<file path="src/sv/tesh_pkg.sv">
// Shared constants and character helpers for the tab-expanding highlighter.
package tesh_pkg;

    localparam int TAB_STOP_DEF = 8;

    localparam logic [7:0] CHAR_NUL       = 8'h00;
    localparam logic [7:0] CHAR_TAB       = 8'h09;
    localparam logic [7:0] CHAR_CR        = 8'h0D;
    localparam logic [7:0] CHAR_SPACE     = 8'h20;
    localparam logic [7:0] CHAR_DQUOTE    = 8'h22;
    localparam logic [7:0] CHAR_SQUOTE    = 8'h27;
    localparam logic [7:0] CHAR_DOT       = 8'h2E;
    localparam logic [7:0] CHAR_ZERO      = 8'h30;
    localparam logic [7:0] CHAR_NINE      = 8'h39;
    localparam logic [7:0] CHAR_BACKSLASH = 8'h5C;

    localparam logic [1:0] COLOR_DEFAULT = 2'd0;
    localparam logic [1:0] COLOR_NUMBER  = 2'd1;
    localparam logic [1:0] COLOR_STRING  = 2'd2;

    localparam logic [1:0] QUOTE_NONE   = 2'd0;
    localparam logic [1:0] QUOTE_DOUBLE = 2'd1;
    localparam logic [1:0] QUOTE_SINGLE = 2'd2;

    localparam logic REG_HL_NUMBERS = 1'b0;
    localparam logic REG_HL_STRINGS = 1'b1;

    function automatic logic is_separator(input logic [7:0] c);
        logic sep;
        sep = 1'b0;
        if (c == CHAR_NUL || c == CHAR_SPACE || (c >= CHAR_TAB && c <= CHAR_CR)) begin
            sep = 1'b1;
        end
        case (c)
            8'h2C, 8'h2E, 8'h28, 8'h29, 8'h2B, 8'h2D, 8'h2F, 8'h2A, 8'h3D,
            8'h7E, 8'h25, 8'h3C, 8'h3E, 8'h5B, 8'h5D, 8'h3B, 8'h27, 8'h22: begin
                sep = 1'b1;
            end
            default: begin
            end
        endcase
        return sep;
    endfunction

    function automatic logic [1:0] quote_code(input logic [7:0] c);
        logic [1:0] q;
        case (c)
            CHAR_DQUOTE: q = QUOTE_DOUBLE;
            CHAR_SQUOTE: q = QUOTE_SINGLE;
            default:     q = QUOTE_NONE;
        endcase
        return q;
    endfunction

endpackage

</file>
<file path="src/sv/tab_expand_syntax_highlighter.sv">
// Tab-expanding syntax highlighter: renders one source byte stream with color classes.
//
// One source byte is accepted per cycle while the output is not stalled and no tab is
// still being expanded; a non-tab byte produces one rendered beat. A tab expands to
// TAB_STOP minus the current column spaces (1 to TAB_STOP) and holds the work stage
// until its last space, since the single result register emits one rendered byte per
// cycle while the output is not stalled. A set tuser bit on an input beat starts a new
// row and clears the column and highlight state. Configuration writes must be issued only
// while no input beat is in flight.
module tab_expand_syntax_highlighter #(
    parameter int TAB_STOP = tesh_pkg::TAB_STOP_DEF
) (
    input  logic       aclk,
    input  logic       aresetn,
    // configuration write port
    input  logic       cfg_wr_en,
    input  logic       cfg_addr,
    input  logic       cfg_wdata,
    // source byte stream
    input  logic       s_tvalid,
    output logic       s_tready,
    input  logic [7:0] s_tdata,   // [7:0] char_code
    input  logic       s_tuser,   // [0] row_start
    // rendered byte stream
    output logic       m_tvalid,
    input  logic       m_tready,
    output logic [7:0] m_tdata,   // [7:0] render_char
    output logic [1:0] m_tuser,   // [1:0] color
    output logic       m_tlast    // last_of_run
);

    localparam int COL_W = (TAB_STOP > 2) ? $clog2(TAB_STOP) : 1;
    localparam logic [COL_W-1:0] COL_MAX = COL_W'(TAB_STOP - 1);

    // configuration
    logic hl_numbers_reg;
    logic hl_strings_reg;

    // row highlight state
    logic [COL_W-1:0] col_reg;
    logic [1:0]       open_quote_reg;
    logic             prev_sep_reg;
    logic             prev_num_reg;
    logic             prev_bs_reg;

    // work stage
    logic       work_valid_reg;
    logic [7:0] work_char_reg;
    logic       work_row_start_reg;

    // result register
    logic       out_valid_reg;
    logic [7:0] out_char_reg;
    logic [1:0] out_color_reg;
    logic       out_last_reg;

    logic [COL_W-1:0] col_eff;
    logic [1:0]       quote_eff;
    logic             sep_eff;
    logic             num_eff;
    logic             bs_eff;
    logic             is_tab;
    logic [7:0]       rchar;
    logic [1:0]       qcode;
    logic [1:0]       open_quote_next;
    logic             is_string;
    logic [1:0]       color;
    logic             beat_last;
    logic [COL_W-1:0] col_next;
    logic             out_free;
    logic             beat_fire;
    logic             in_accept;

    always_comb begin
        if (work_row_start_reg) begin
            col_eff   = '0;
            quote_eff = tesh_pkg::QUOTE_NONE;
            sep_eff   = 1'b1;
            num_eff   = 1'b0;
            bs_eff    = 1'b0;
        end else begin
            col_eff   = col_reg;
            quote_eff = open_quote_reg;
            sep_eff   = prev_sep_reg;
            num_eff   = prev_num_reg;
            bs_eff    = prev_bs_reg;
        end

        is_tab = (work_char_reg == tesh_pkg::CHAR_TAB);
        rchar  = is_tab ? tesh_pkg::CHAR_SPACE : work_char_reg;
        qcode  = tesh_pkg::quote_code(rchar);

        open_quote_next = quote_eff;
        is_string       = 1'b0;
        if (hl_strings_reg) begin
            if (quote_eff != tesh_pkg::QUOTE_NONE) begin
                if (qcode == quote_eff && !bs_eff) begin
                    open_quote_next = tesh_pkg::QUOTE_NONE;
                end
                is_string = 1'b1;
            end else if (qcode != tesh_pkg::QUOTE_NONE) begin
                open_quote_next = qcode;
                is_string       = 1'b1;
            end
        end

        // a dot continues a number even if number coloring was just switched off
        if (is_string) begin
            color = tesh_pkg::COLOR_STRING;
        end else if ((hl_numbers_reg && rchar >= tesh_pkg::CHAR_ZERO &&
                      rchar <= tesh_pkg::CHAR_NINE && (sep_eff || num_eff)) ||
                     (rchar == tesh_pkg::CHAR_DOT && num_eff)) begin
            color = tesh_pkg::COLOR_NUMBER;
        end else begin
            color = tesh_pkg::COLOR_DEFAULT;
        end

        // tab beats step the column like any byte; the tab ends where the column wraps
        beat_last = !is_tab || (col_eff == COL_MAX);
        col_next  = (col_eff == COL_MAX) ? '0 : col_eff + COL_W'(1);

        out_free  = !out_valid_reg || m_tready;
        beat_fire = work_valid_reg && out_free;
        s_tready  = !work_valid_reg || (out_free && beat_last);
        in_accept = s_tvalid && s_tready;
    end

    always_ff @(posedge aclk) begin
        if (!aresetn) begin
            hl_numbers_reg <= 1'b0;
            hl_strings_reg <= 1'b0;
        end else if (cfg_wr_en) begin
            case (cfg_addr)
                tesh_pkg::REG_HL_NUMBERS: hl_numbers_reg <= cfg_wdata;
                tesh_pkg::REG_HL_STRINGS: hl_strings_reg <= cfg_wdata;
                default: begin
                end
            endcase
        end
    end

    always_ff @(posedge aclk) begin
        if (!aresetn) begin
            col_reg        <= '0;
            open_quote_reg <= tesh_pkg::QUOTE_NONE;
            prev_sep_reg   <= 1'b1;
            prev_num_reg   <= 1'b0;
            prev_bs_reg    <= 1'b0;
        end else if (beat_fire) begin
            col_reg        <= col_next;
            open_quote_reg <= open_quote_next;
            prev_sep_reg   <= tesh_pkg::is_separator(rchar);
            prev_num_reg   <= (color == tesh_pkg::COLOR_NUMBER);
            prev_bs_reg    <= (rchar == tesh_pkg::CHAR_BACKSLASH);
        end
    end

    always_ff @(posedge aclk) begin
        if (!aresetn) begin
            work_valid_reg     <= 1'b0;
            work_row_start_reg <= 1'b0;
        end else if (in_accept) begin
            work_valid_reg     <= 1'b1;
            work_row_start_reg <= s_tuser;
        end else if (beat_fire) begin
            work_valid_reg     <= !beat_last;
            work_row_start_reg <= 1'b0;
        end
    end

    always_ff @(posedge aclk) begin
        if (in_accept) begin
            work_char_reg <= s_tdata;
        end
    end

    always_ff @(posedge aclk) begin
        if (!aresetn) begin
            out_valid_reg <= 1'b0;
        end else if (beat_fire) begin
            out_valid_reg <= 1'b1;
        end else if (m_tready) begin
            out_valid_reg <= 1'b0;
        end
    end

    always_ff @(posedge aclk) begin
        if (beat_fire) begin
            out_char_reg  <= rchar;
            out_color_reg <= color;
            out_last_reg  <= beat_last;
        end
    end

    assign m_tvalid = out_valid_reg;
    assign m_tdata  = out_char_reg;
    assign m_tuser  = out_color_reg;
    assign m_tlast  = out_last_reg;

endmodule

</file>
<file path="config.mk">
export PLATFORM = sky130hd
export DESIGN_NAME = tab_expand_syntax_highlighter
export DESIGN_NICKNAME = d
export VERILOG_FILES = /design/src/sv/tesh_pkg.sv /design/src/sv/tab_expand_syntax_highlighter.sv
export SDC_FILE = /design/constraint.sdc
export NUM_CORES = 1
export LEC_CHECK = 0
export ABC_AREA = 1
export BUFFER_PORTS_ARGS = -buffer_cell sky130_fd_sc_hd__buf_2
export CAP_MARGIN = 20
export CORE_MARGIN = 5
export CORE_UTILIZATION = 30
export DETAILED_ROUTE_END_ITERATION = 12
export PLACE_DENSITY = 0.52
export SLEW_MARGIN = 30
export SYNTH_ARGS = -nofsm -noshare
export SYNTH_HDL_FRONTEND = slang
export SYNTH_SLANG_ARGS = --single-unit
</file>
<file path="constraint.sdc">
create_clock -name aclk -period 1.9 [get_ports aclk]
set_clock_uncertainty 0.2 [all_clocks]
set_input_delay 0 -clock aclk [delete_from_list [all_inputs] [get_ports aclk]]
set_output_delay 0 -clock aclk [all_outputs]
set_load 0.05 [all_outputs]
</file>
# After elaboration in Yosys (flattened, before gate mapping)
# Index checks and enable logic that the tools add are counted.
# word_totals
reg_bits	32
inputBits	16
out_inout_bits	13
elab_cells	98
# classes
n_addsub	1
order_cmp	4
eq_ne	24
n_mux	25
n_bitwise	1
n_reduce_logical	29
# op_table
operator	count
8-bit by 6-bit equality test with 1-bit output (second input constant)	16
8-bit by 7-bit equality test with 1-bit output (second input constant)	4
18-bit OR reduction	1
1-bit two-way mux	15
2-bit two-way mux	6
1-bit logical AND	9
8-bit by 4-bit equality test with 1-bit output (second input constant)	1
8-bit by 4-bit greater-or-equal comparator with 1-bit output (second input constant)	1
8-bit by 6-bit greater-or-equal comparator with 1-bit output (second input constant)	1
8-bit by 4-bit <= comparator with 1-bit output (second input constant)	1
8-bit by 6-bit <= comparator with 1-bit output (second input constant)	1
8-bit logical NOT	1
8-bit two-way mux	1
2-bit nonzero test	4
1-bit logical OR	7
3-bit two-way mux	2
1-bit logical NOT	5
2-bit one-hot mux with 2 select lines	1
2-bit AND reduction	2
3-bit by 1-bit adder with 3-bit output (second input constant)	1
3-bit equality test (second input constant)	1
2-bit by 1-bit equality test with 1-bit output (second input constant)	1
2-bit equality test	1
1-bit inverter	1

# Longest topological paths before layout
# Gate-level depths: netlist of the first run.
# depth
ltp_word	10
mapped_depth	14
depth_no_buf	13

# Worst setup path before layout of the first run
# No wires, ideal clock.
# synth_path
kind	register to register
startpoint	register out_valid_reg, in the netlist m_tvalid
endpoint	register col_reg[0]
setup_time_ps	152
arrival_ps	1679
required_time_ps	1548
setup_slack_ps	-131
path_stages_with_launch	7
n_path_buf	1
synth_period_minus_slack_ps	2031
path_cell_list	dfxtp_1 nand2_1 nand2_1 inv_1 clkbuf_1 o21ai_0 a21oi_1
# synth_between
elab_chain_len	3
# synth_rtl
item	line	text
start, declared	tab_expand_syntax_highlighter.sv:52	logic out_valid_reg;
start signal, assigned	tab_expand_syntax_highlighter.sv:179	out_valid_reg <= 1'b0;
start signal, assigned	tab_expand_syntax_highlighter.sv:181	out_valid_reg <= 1'b1;
start signal, assigned	tab_expand_syntax_highlighter.sv:183	out_valid_reg <= 1'b0;
1-bit logical NOT	tab_expand_syntax_highlighter.sv:122	out_free = !out_valid_reg || m_tready;
1-bit logical OR	tab_expand_syntax_highlighter.sv:122	
1-bit logical AND	tab_expand_syntax_highlighter.sv:123	beat_fire = work_valid_reg && out_free;
net beat_fire	tab_expand_syntax_highlighter.sv:71	logic beat_fire;
end signal, assigned	tab_expand_syntax_highlighter.sv:150	col_reg <= col_next;
end, declared	tab_expand_syntax_highlighter.sv:40	logic [COL_W-1:0] col_reg;
# The timed path passes the listed nets, and every way through them passes these cells.
# A chain may end at the register's enable or synchronous reset.

# Worst setup path after layout of the first run
# layout_path
startpoint	register col_reg[1]
endpoint	output s_tready
# layout_between
elab_chain_len	5
# layout_rtl
item	line	text
3-bit two-way mux	tab_expand_syntax_highlighter.sv:75	if (work_row_start_reg) begin
3-bit equality test	tab_expand_syntax_highlighter.sv:119	beat_last = !is_tab || (col_eff == COL_MAX);
1-bit logical OR	tab_expand_syntax_highlighter.sv:119	
net beat_last	tab_expand_syntax_highlighter.sv:68	logic beat_last;
1-bit logical AND	tab_expand_syntax_highlighter.sv:124	s_tready = !work_valid_reg || (out_free && beat_last);
1-bit logical OR	tab_expand_syntax_highlighter.sv:124	
end, declared	tab_expand_syntax_highlighter.sv:21	output logic s_tready,
# The timed path passes the listed nets, and every way through them passes these cells.

==> results of run 1 <==
-- placed cells by master (no fill, tap or decap), types with 8 or more instances in the layout --
cell type       n
a21oi_1        15
buf_2          27
buf_4          22
dfxtp_1        11
dlygate4sd3_1  17
edfxtp_1       19
inv_1          24
nand2_1        36
nand3_1         8
nor2_1         12
o21ai_0         9
-- how the worst max path moves through the flow --
stage,start,to,slack (ps),depth (start not counted)
after floorplan,work_row_start_reg,work_row_start_reg,110,8
after global placement,col_reg[0],work_char_reg[1],50,7
after detailed placement,col_reg[0],work_char_reg[2],20,7
after CTS,work_char_reg[5],s_tready,-50,9
after global routing,col_reg[0],work_char_reg[0],-110,7
final,col_reg[1],s_tready,-20,9
-- logic make-up after synthesis --
family / count (synthesis) / synth area share
adder cells (fa/ha/maj): 2 / 0.0157
flip-flops: 32 / 0.522
AO/OA/AOI/OAI: 30 / 0.110
buffers and inverters: 39 / 0.0983
AND/OR/NAND/NOR: 85 / 0.254
-- per-stage QoR --
step | instance area (um2) | setup TNS [ps]
after floorplan | 1590 | 0
after global placement | 1880 | 0
after detailed placement | 1880 | 0
after CTS | 2220 | -326
after global routing | 2290 | -1370
final | 2290 | -25.1
-- what timing repair did --
action                     CTS  global route
pin swaps                    6            10
setup buffers                7             4
hold buffers                17             0
hold endpoints to repair    22             0
gates resized for setup     11            10
setup endpoints to repair    8            15
-- metal layers --
layer | GRT usage | wire [um] | up-vias
li1 | - | - | 755
met1 | 0.136 | 1640 | 643
met2 | 0.190 | 1790 | 40
met3 | 0.0366 | 213 | 6
met4 | 0.0401 | 46 | 0
met5 | 0 | 0 | -
-- layout make-up --
class                      count  share of cell area
clock inverter                 2             0.00437
timing repair buffer          68               0.217
clock buffer                   6              0.0361
inverter                      32              0.0547
sequential                    32               0.364
tap                           70              0.0383
multi-input combinational    117               0.285
-- power breakdown --
part,internal [mW],switching [mW],leakage [nW]
sequential,0.777,0.0182,0.287
clock,0.289,0.258,0.0510
combinational,0.110,0.160,0.740
total,1.18,0.436,1.08
==> summary.md, run 1 <==
| Metric | Value |
|---|---|
| Antenna violations before repair | 0 |
| Count of different cell masters after synthesis | 27 |
| Root Driver | clkbuf_8 |
| Reg2Reg Depth | 7 |
| Ys async rst share | 0 |
| Setup slack after layout | -18.9 ps |
| Rel. slew slack | 0.697 |
| VDD IR max | slightly below 0.4 mV |
| Clock transition at the registers of the reported paths | about 60 ps |
| Top-area cell type share of the netlist area | 0.358 |
| FF/Latch Area | ~830 um2 |
| Area occupied by multi-input gates | ~650 um2 |
| Synth area leaders | edfxtp_1 36%, dfxtp_1 16%, nand2_1 9.7% |
| P&R area growth vs syn | 43.8% |
| Avg Synthesized Cell Area | about 8.5 um2 |
| Syn Std Cell Area | around 1600 um2 |
| Final Hold Violating Endpoints | 0 |
| Via count | 1444 |
| Final design utilization | 0.445 |
| Hold Path Class | in -> reg |
| Yosys warns | 0 |
| CP peak stage delay | approximately 300 ps |
| Mapped Nets | 206 |
| DR WL/cell | between 10 and 15 um |
| First DRT Iteration DRCs | 100 |
| R2R Path End | work_char_reg[3] |
| Die area | just under 7000 um2 |
| Layout fillers | 528 |
| # diodes | 0 |
| Total CTS buffers | 5 |
| Largest net degree at the start of global routing | 22 |
| Pwr Total | about 1.6 mW |
| Number of global-route vias before repair | around 1400 |
| Post-Layout Cell Count | about 330 |
| Status | finished, violations left |
| CTS Buffer Depth | 2 |
| Layout cells sized above 1 | 0.358 |
| Number of synthesized flops with an enable pin | 19 |
| Synth Register Bits | 32 |
| Hold Crit Start | s_tdata[7] |
| Violated checks | setup timing |
| TritonRoute pass-1 iters | 4 |
| Placed cells | 291 |
| DPL Wire Length | around 2.6 mm |
| DRC violations left | 0 |
| Pleak | 1.08 nW |
| Setup WS pre-CTS | between 15 and 20 ps |
| Buf/Inv on CP | 4 |
| Drt total wl | approximately 3.7 mm |
| Max Cap Violations | 0 |
| Hold_ws | approximately 240 ps |
| Cell count after synthesis | around 190 |
| Critical path data arrival time | 1720 ps |
| Crit path max-delay family | adder cells |
| Sequential area share after synthesis | 0.522 |
| Final slew viol count | 0 |
| Hold worst-path end | work_char_reg[7] |
| CP Launch Type | flip-flop |
| First-pass GRT wire length | roughly 6.4 mm |
| CTS tree | yes |
| Core area | between 5000 and 6000 um2 |
| I/O Buffers | 28 |
| Worst Hold Path Cells | 2 |
| Commonest cells in the synthesized netlist | 41 x nand2_1, 26 x inv_1, 19 x edfxtp_1, 15 x a21oi_1, 13 x dfxtp_1 |
| RSZ-0062 raised after global routing | yes |
| Antenna violation net count after detailed routing | 0 |
| CTS H-Tree Depth | 2 |
| Sink Count | 32 |
| Nets@finish | between 200 and 300 |
| Worst-Skew Late Latency | roughly 290 ps |
| FP Rows | 26 |
| Vias per cell | roughly 4.4 |
| Final setup vio count | 8 |
| Pwr/cell area | between 700 and 800 nW/um2 |
| CP Cell Sequence | inv_1 -> nor2_1 -> ha_1 -> ha_2 -> or2_4 -> a21oi_4 -> buf_6 -> inv_4 -> buf_8 |
| Die W | slightly above 80 um |
| Tcrit/Tclk final | 1.01 |
| Crit-path max FO | 2 |
| Gpl congestion | ~0.80 |
| Critical path class | reg -> out |
| Reg-to-reg slack, setup | 0 ps |
| Count leader, synth | nand2_1 |
| Die height | ~83 um |
| Yosys top cell by area | edfxtp_1 |
| Ports | 29 |
| Worst-margin pin slew | roughly 450 ps |
| Fmax | about 520 MHz |
| CP Capture Type | primary output |
| Critical path required time | roughly 1700 ps |
| Grt total ovfl | 0 |
| Min Tclk post-route | approximately 1900 ps |
| Most common flop cell mapped by yosys | edfxtp_1 |
| Crit path max-delay cell type | dfxtp_1 |
| Initial Utilization | 0.310 |
| R2R Path Start | col_reg[0] |
| Overall Global Routing Usage | 0.114 |
Note: power is estimated with default switching activity, not from simulation.
==> run 2: changes to the inputs <==
CORE_UTILIZATION = 58   (was 30)
PLACE_DENSITY = 0.85   (was 0.52)
clock period = 2.38 ns   (was 1.9 ns; I/O delays follow)
==> run 2 against run 1 <==
The flow now finishes without violations; register-to-register slack gained 340 ps; sequential share of layout area grew 5.5 points; global-route usage grew 8.8 points; hold slack lost 56 ps; critical path type unchanged; sequential cell count is the same; cell count shrank 18%; sequential power shrank 19%; die area shrank 43%; combinational power shrank 32%.
==> summary.md, run 2 (synthesis results as in run 1) <==
| Metric | Value |
|---|---|
| Status | complete, no violations |
| Post-CTS Setup Inserts | 0 |
| RSZ-0062 raised after global routing | no |
| # diodes | 0 |
| Worst-Skew Late Latency | between 300 and 400 ps |
| Root Driver | clkbuf_4 |
| Rel. slew slack | 0.705 |
| CTS Buffer Depth | 2 |
| Worst-margin pin slew | between 400 and 500 ps |
| Post-Layout Cell Count | around 270 |
| Hold Path Class | in -> reg |
| Die height | a little over 60 um |
| Die area | between 3000 and 4000 um2 |
| Number of global-route vias before repair | roughly 1500 |
| Initial Utilization | 0.592 |
| Pwr/cell area | 560 nW/um2 |
| Final setup vio count | 0 |
| First DRT Iteration DRCs | a little over 60 |
| CTS tree | yes |
| Fmax | ~460 MHz |
| Critical path required time | 2180 ps |
| Final design utilization | 0.737 |
| Antenna violation net count after detailed routing | 0 |
| First-pass GRT wire length | 6.31 mm |
| Critical path data arrival time | roughly 2000 ps |
| Via count | approximately 1500 |
| Layout fillers | about 210 |
| I/O Buffers | 28 |
| Nets@finish | ~250 |
| Die W | 62.4 um |
| Drt total wl | ~3.7 mm |
| Clock transition at the registers of the reported paths | around 90 ps |
| Overall Global Routing Usage | 0.201 |
| P&R area growth vs syn | 24.4% |
| CP Capture Type | primary output |
| DPL Wire Length | roughly 2.3 mm |
| Critical path class | reg -> out |
| Final Hold Violating Endpoints | 0 |
| Largest net degree at the start of global routing | 16 |
| Tcrit/Tclk final | 0.923 |
| CP Launch Type | flip-flop |
| Commonest non-fill, non-tap cell in the layout | nand2_1 |
| VDD IR max | around 0.5 mV |
| Crit-path max FO | 6 |
| TritonRoute pass-1 iters | 4 |
| CTS H-Tree Depth | 2 |
| DRC violations left | 0 |
| Sink Count | 32 |
| Setup WS pre-CTS | 364 ps |
| DR WL/cell | between 10 and 15 um |
| Final slew viol count | 0 |
| Commonest non-fill, non-tap cells in the layout | 41 x nand2_1, 28 x buf_2, 26 x inv_1 |
| Final setup TNS | 0 ps |
| Setup slack after layout | between 150 and 200 ps |
| Total CTS buffers | 5 |
| Core area | 2690 um2 |
| Ports | 29 |
| Min Tclk post-route | around 2200 ps |
| Grt total ovfl | 0 |
| Antenna violations before repair | 0 |
| Pleak | approximately 0.94 nW |
| Layout cells sized above 1 | 0.228 |
| Placed cells | 242 |
| Max Cap Violations | 0 |
| Vias per cell | ~5.4 |
| Gpl congestion | roughly 0.86 |
| FP Rows | 19 |
-- run 2: critical path, cell delays in order, from the launching register on --
cell     delay, ps
dfxtp_1        450
nor2_1         110
ha_1           210
ha_1           200
or2_4          270
a21oi_4        170
inv_2           60
buf_2          210
-- run 2: report_power, final --
| group | switching [mW] | leakage [nW] | internal (mW) | total [mW] |
|---|---|---|---|---|
| logic | 0.115 | 0.628 | 0.0669 | 0.182 |
| registers | 0.0224 | 0.286 | 0.619 | 0.642 |
| clock network | 0.172 | 0.0269 | 0.113 | 0.285 |
| total | 0.309 | 0.942 | 0.800 | 1.11 |
-- run 2: layer usage --
metal	GRT usage	wire length (um)
met1	0.216	1400
met2	0.348	1900
met3	0.0647	269
met4	0.106	102
met5	0	0
-- run 2: per-stage QoR --
stage	power (mW)	hold slack, ps	area, um2
after floorplan	0.765	-101	1590
after global placement	0.803	-22.6	1750
after detailed placement	0.807	-20.8	1750
after CTS	1.11	168	1980
after global routing	1.17	178	1980
final	1.11	180	1980
-- run 2: cell type report --
class                   count  area [um2]  share of cell area
clock buffers               7        45.0              0.0227
well taps                  31        38.8              0.0196
multi-input cells         117         604               0.305
inverters                  32         123              0.0619
repair buffers             48         335               0.169
clock inverters             1        3.75             0.00190
flip-flops and latches     32         831               0.419
-- run 2: path summary, 6_finish.rpt --
kind | start | to | slack, ps | cells after the start
max | work_row_start_reg | s_tready | 180 | 7
min | s_tdata[6] | work_char_reg[6] | 180 | 2
max reg2reg | work_row_start_reg | work_char_reg[0] | 340 | 6
min reg2reg | col_reg[1] | col_reg[1] | 270 | 2
-- run 2: what timing repair did --
item | 4_1_cts | 5_1_grt
hold buffers | 18 | 0
gates resized for setup | 0 | 0
endpoints found under the hold margin | 29 | 0
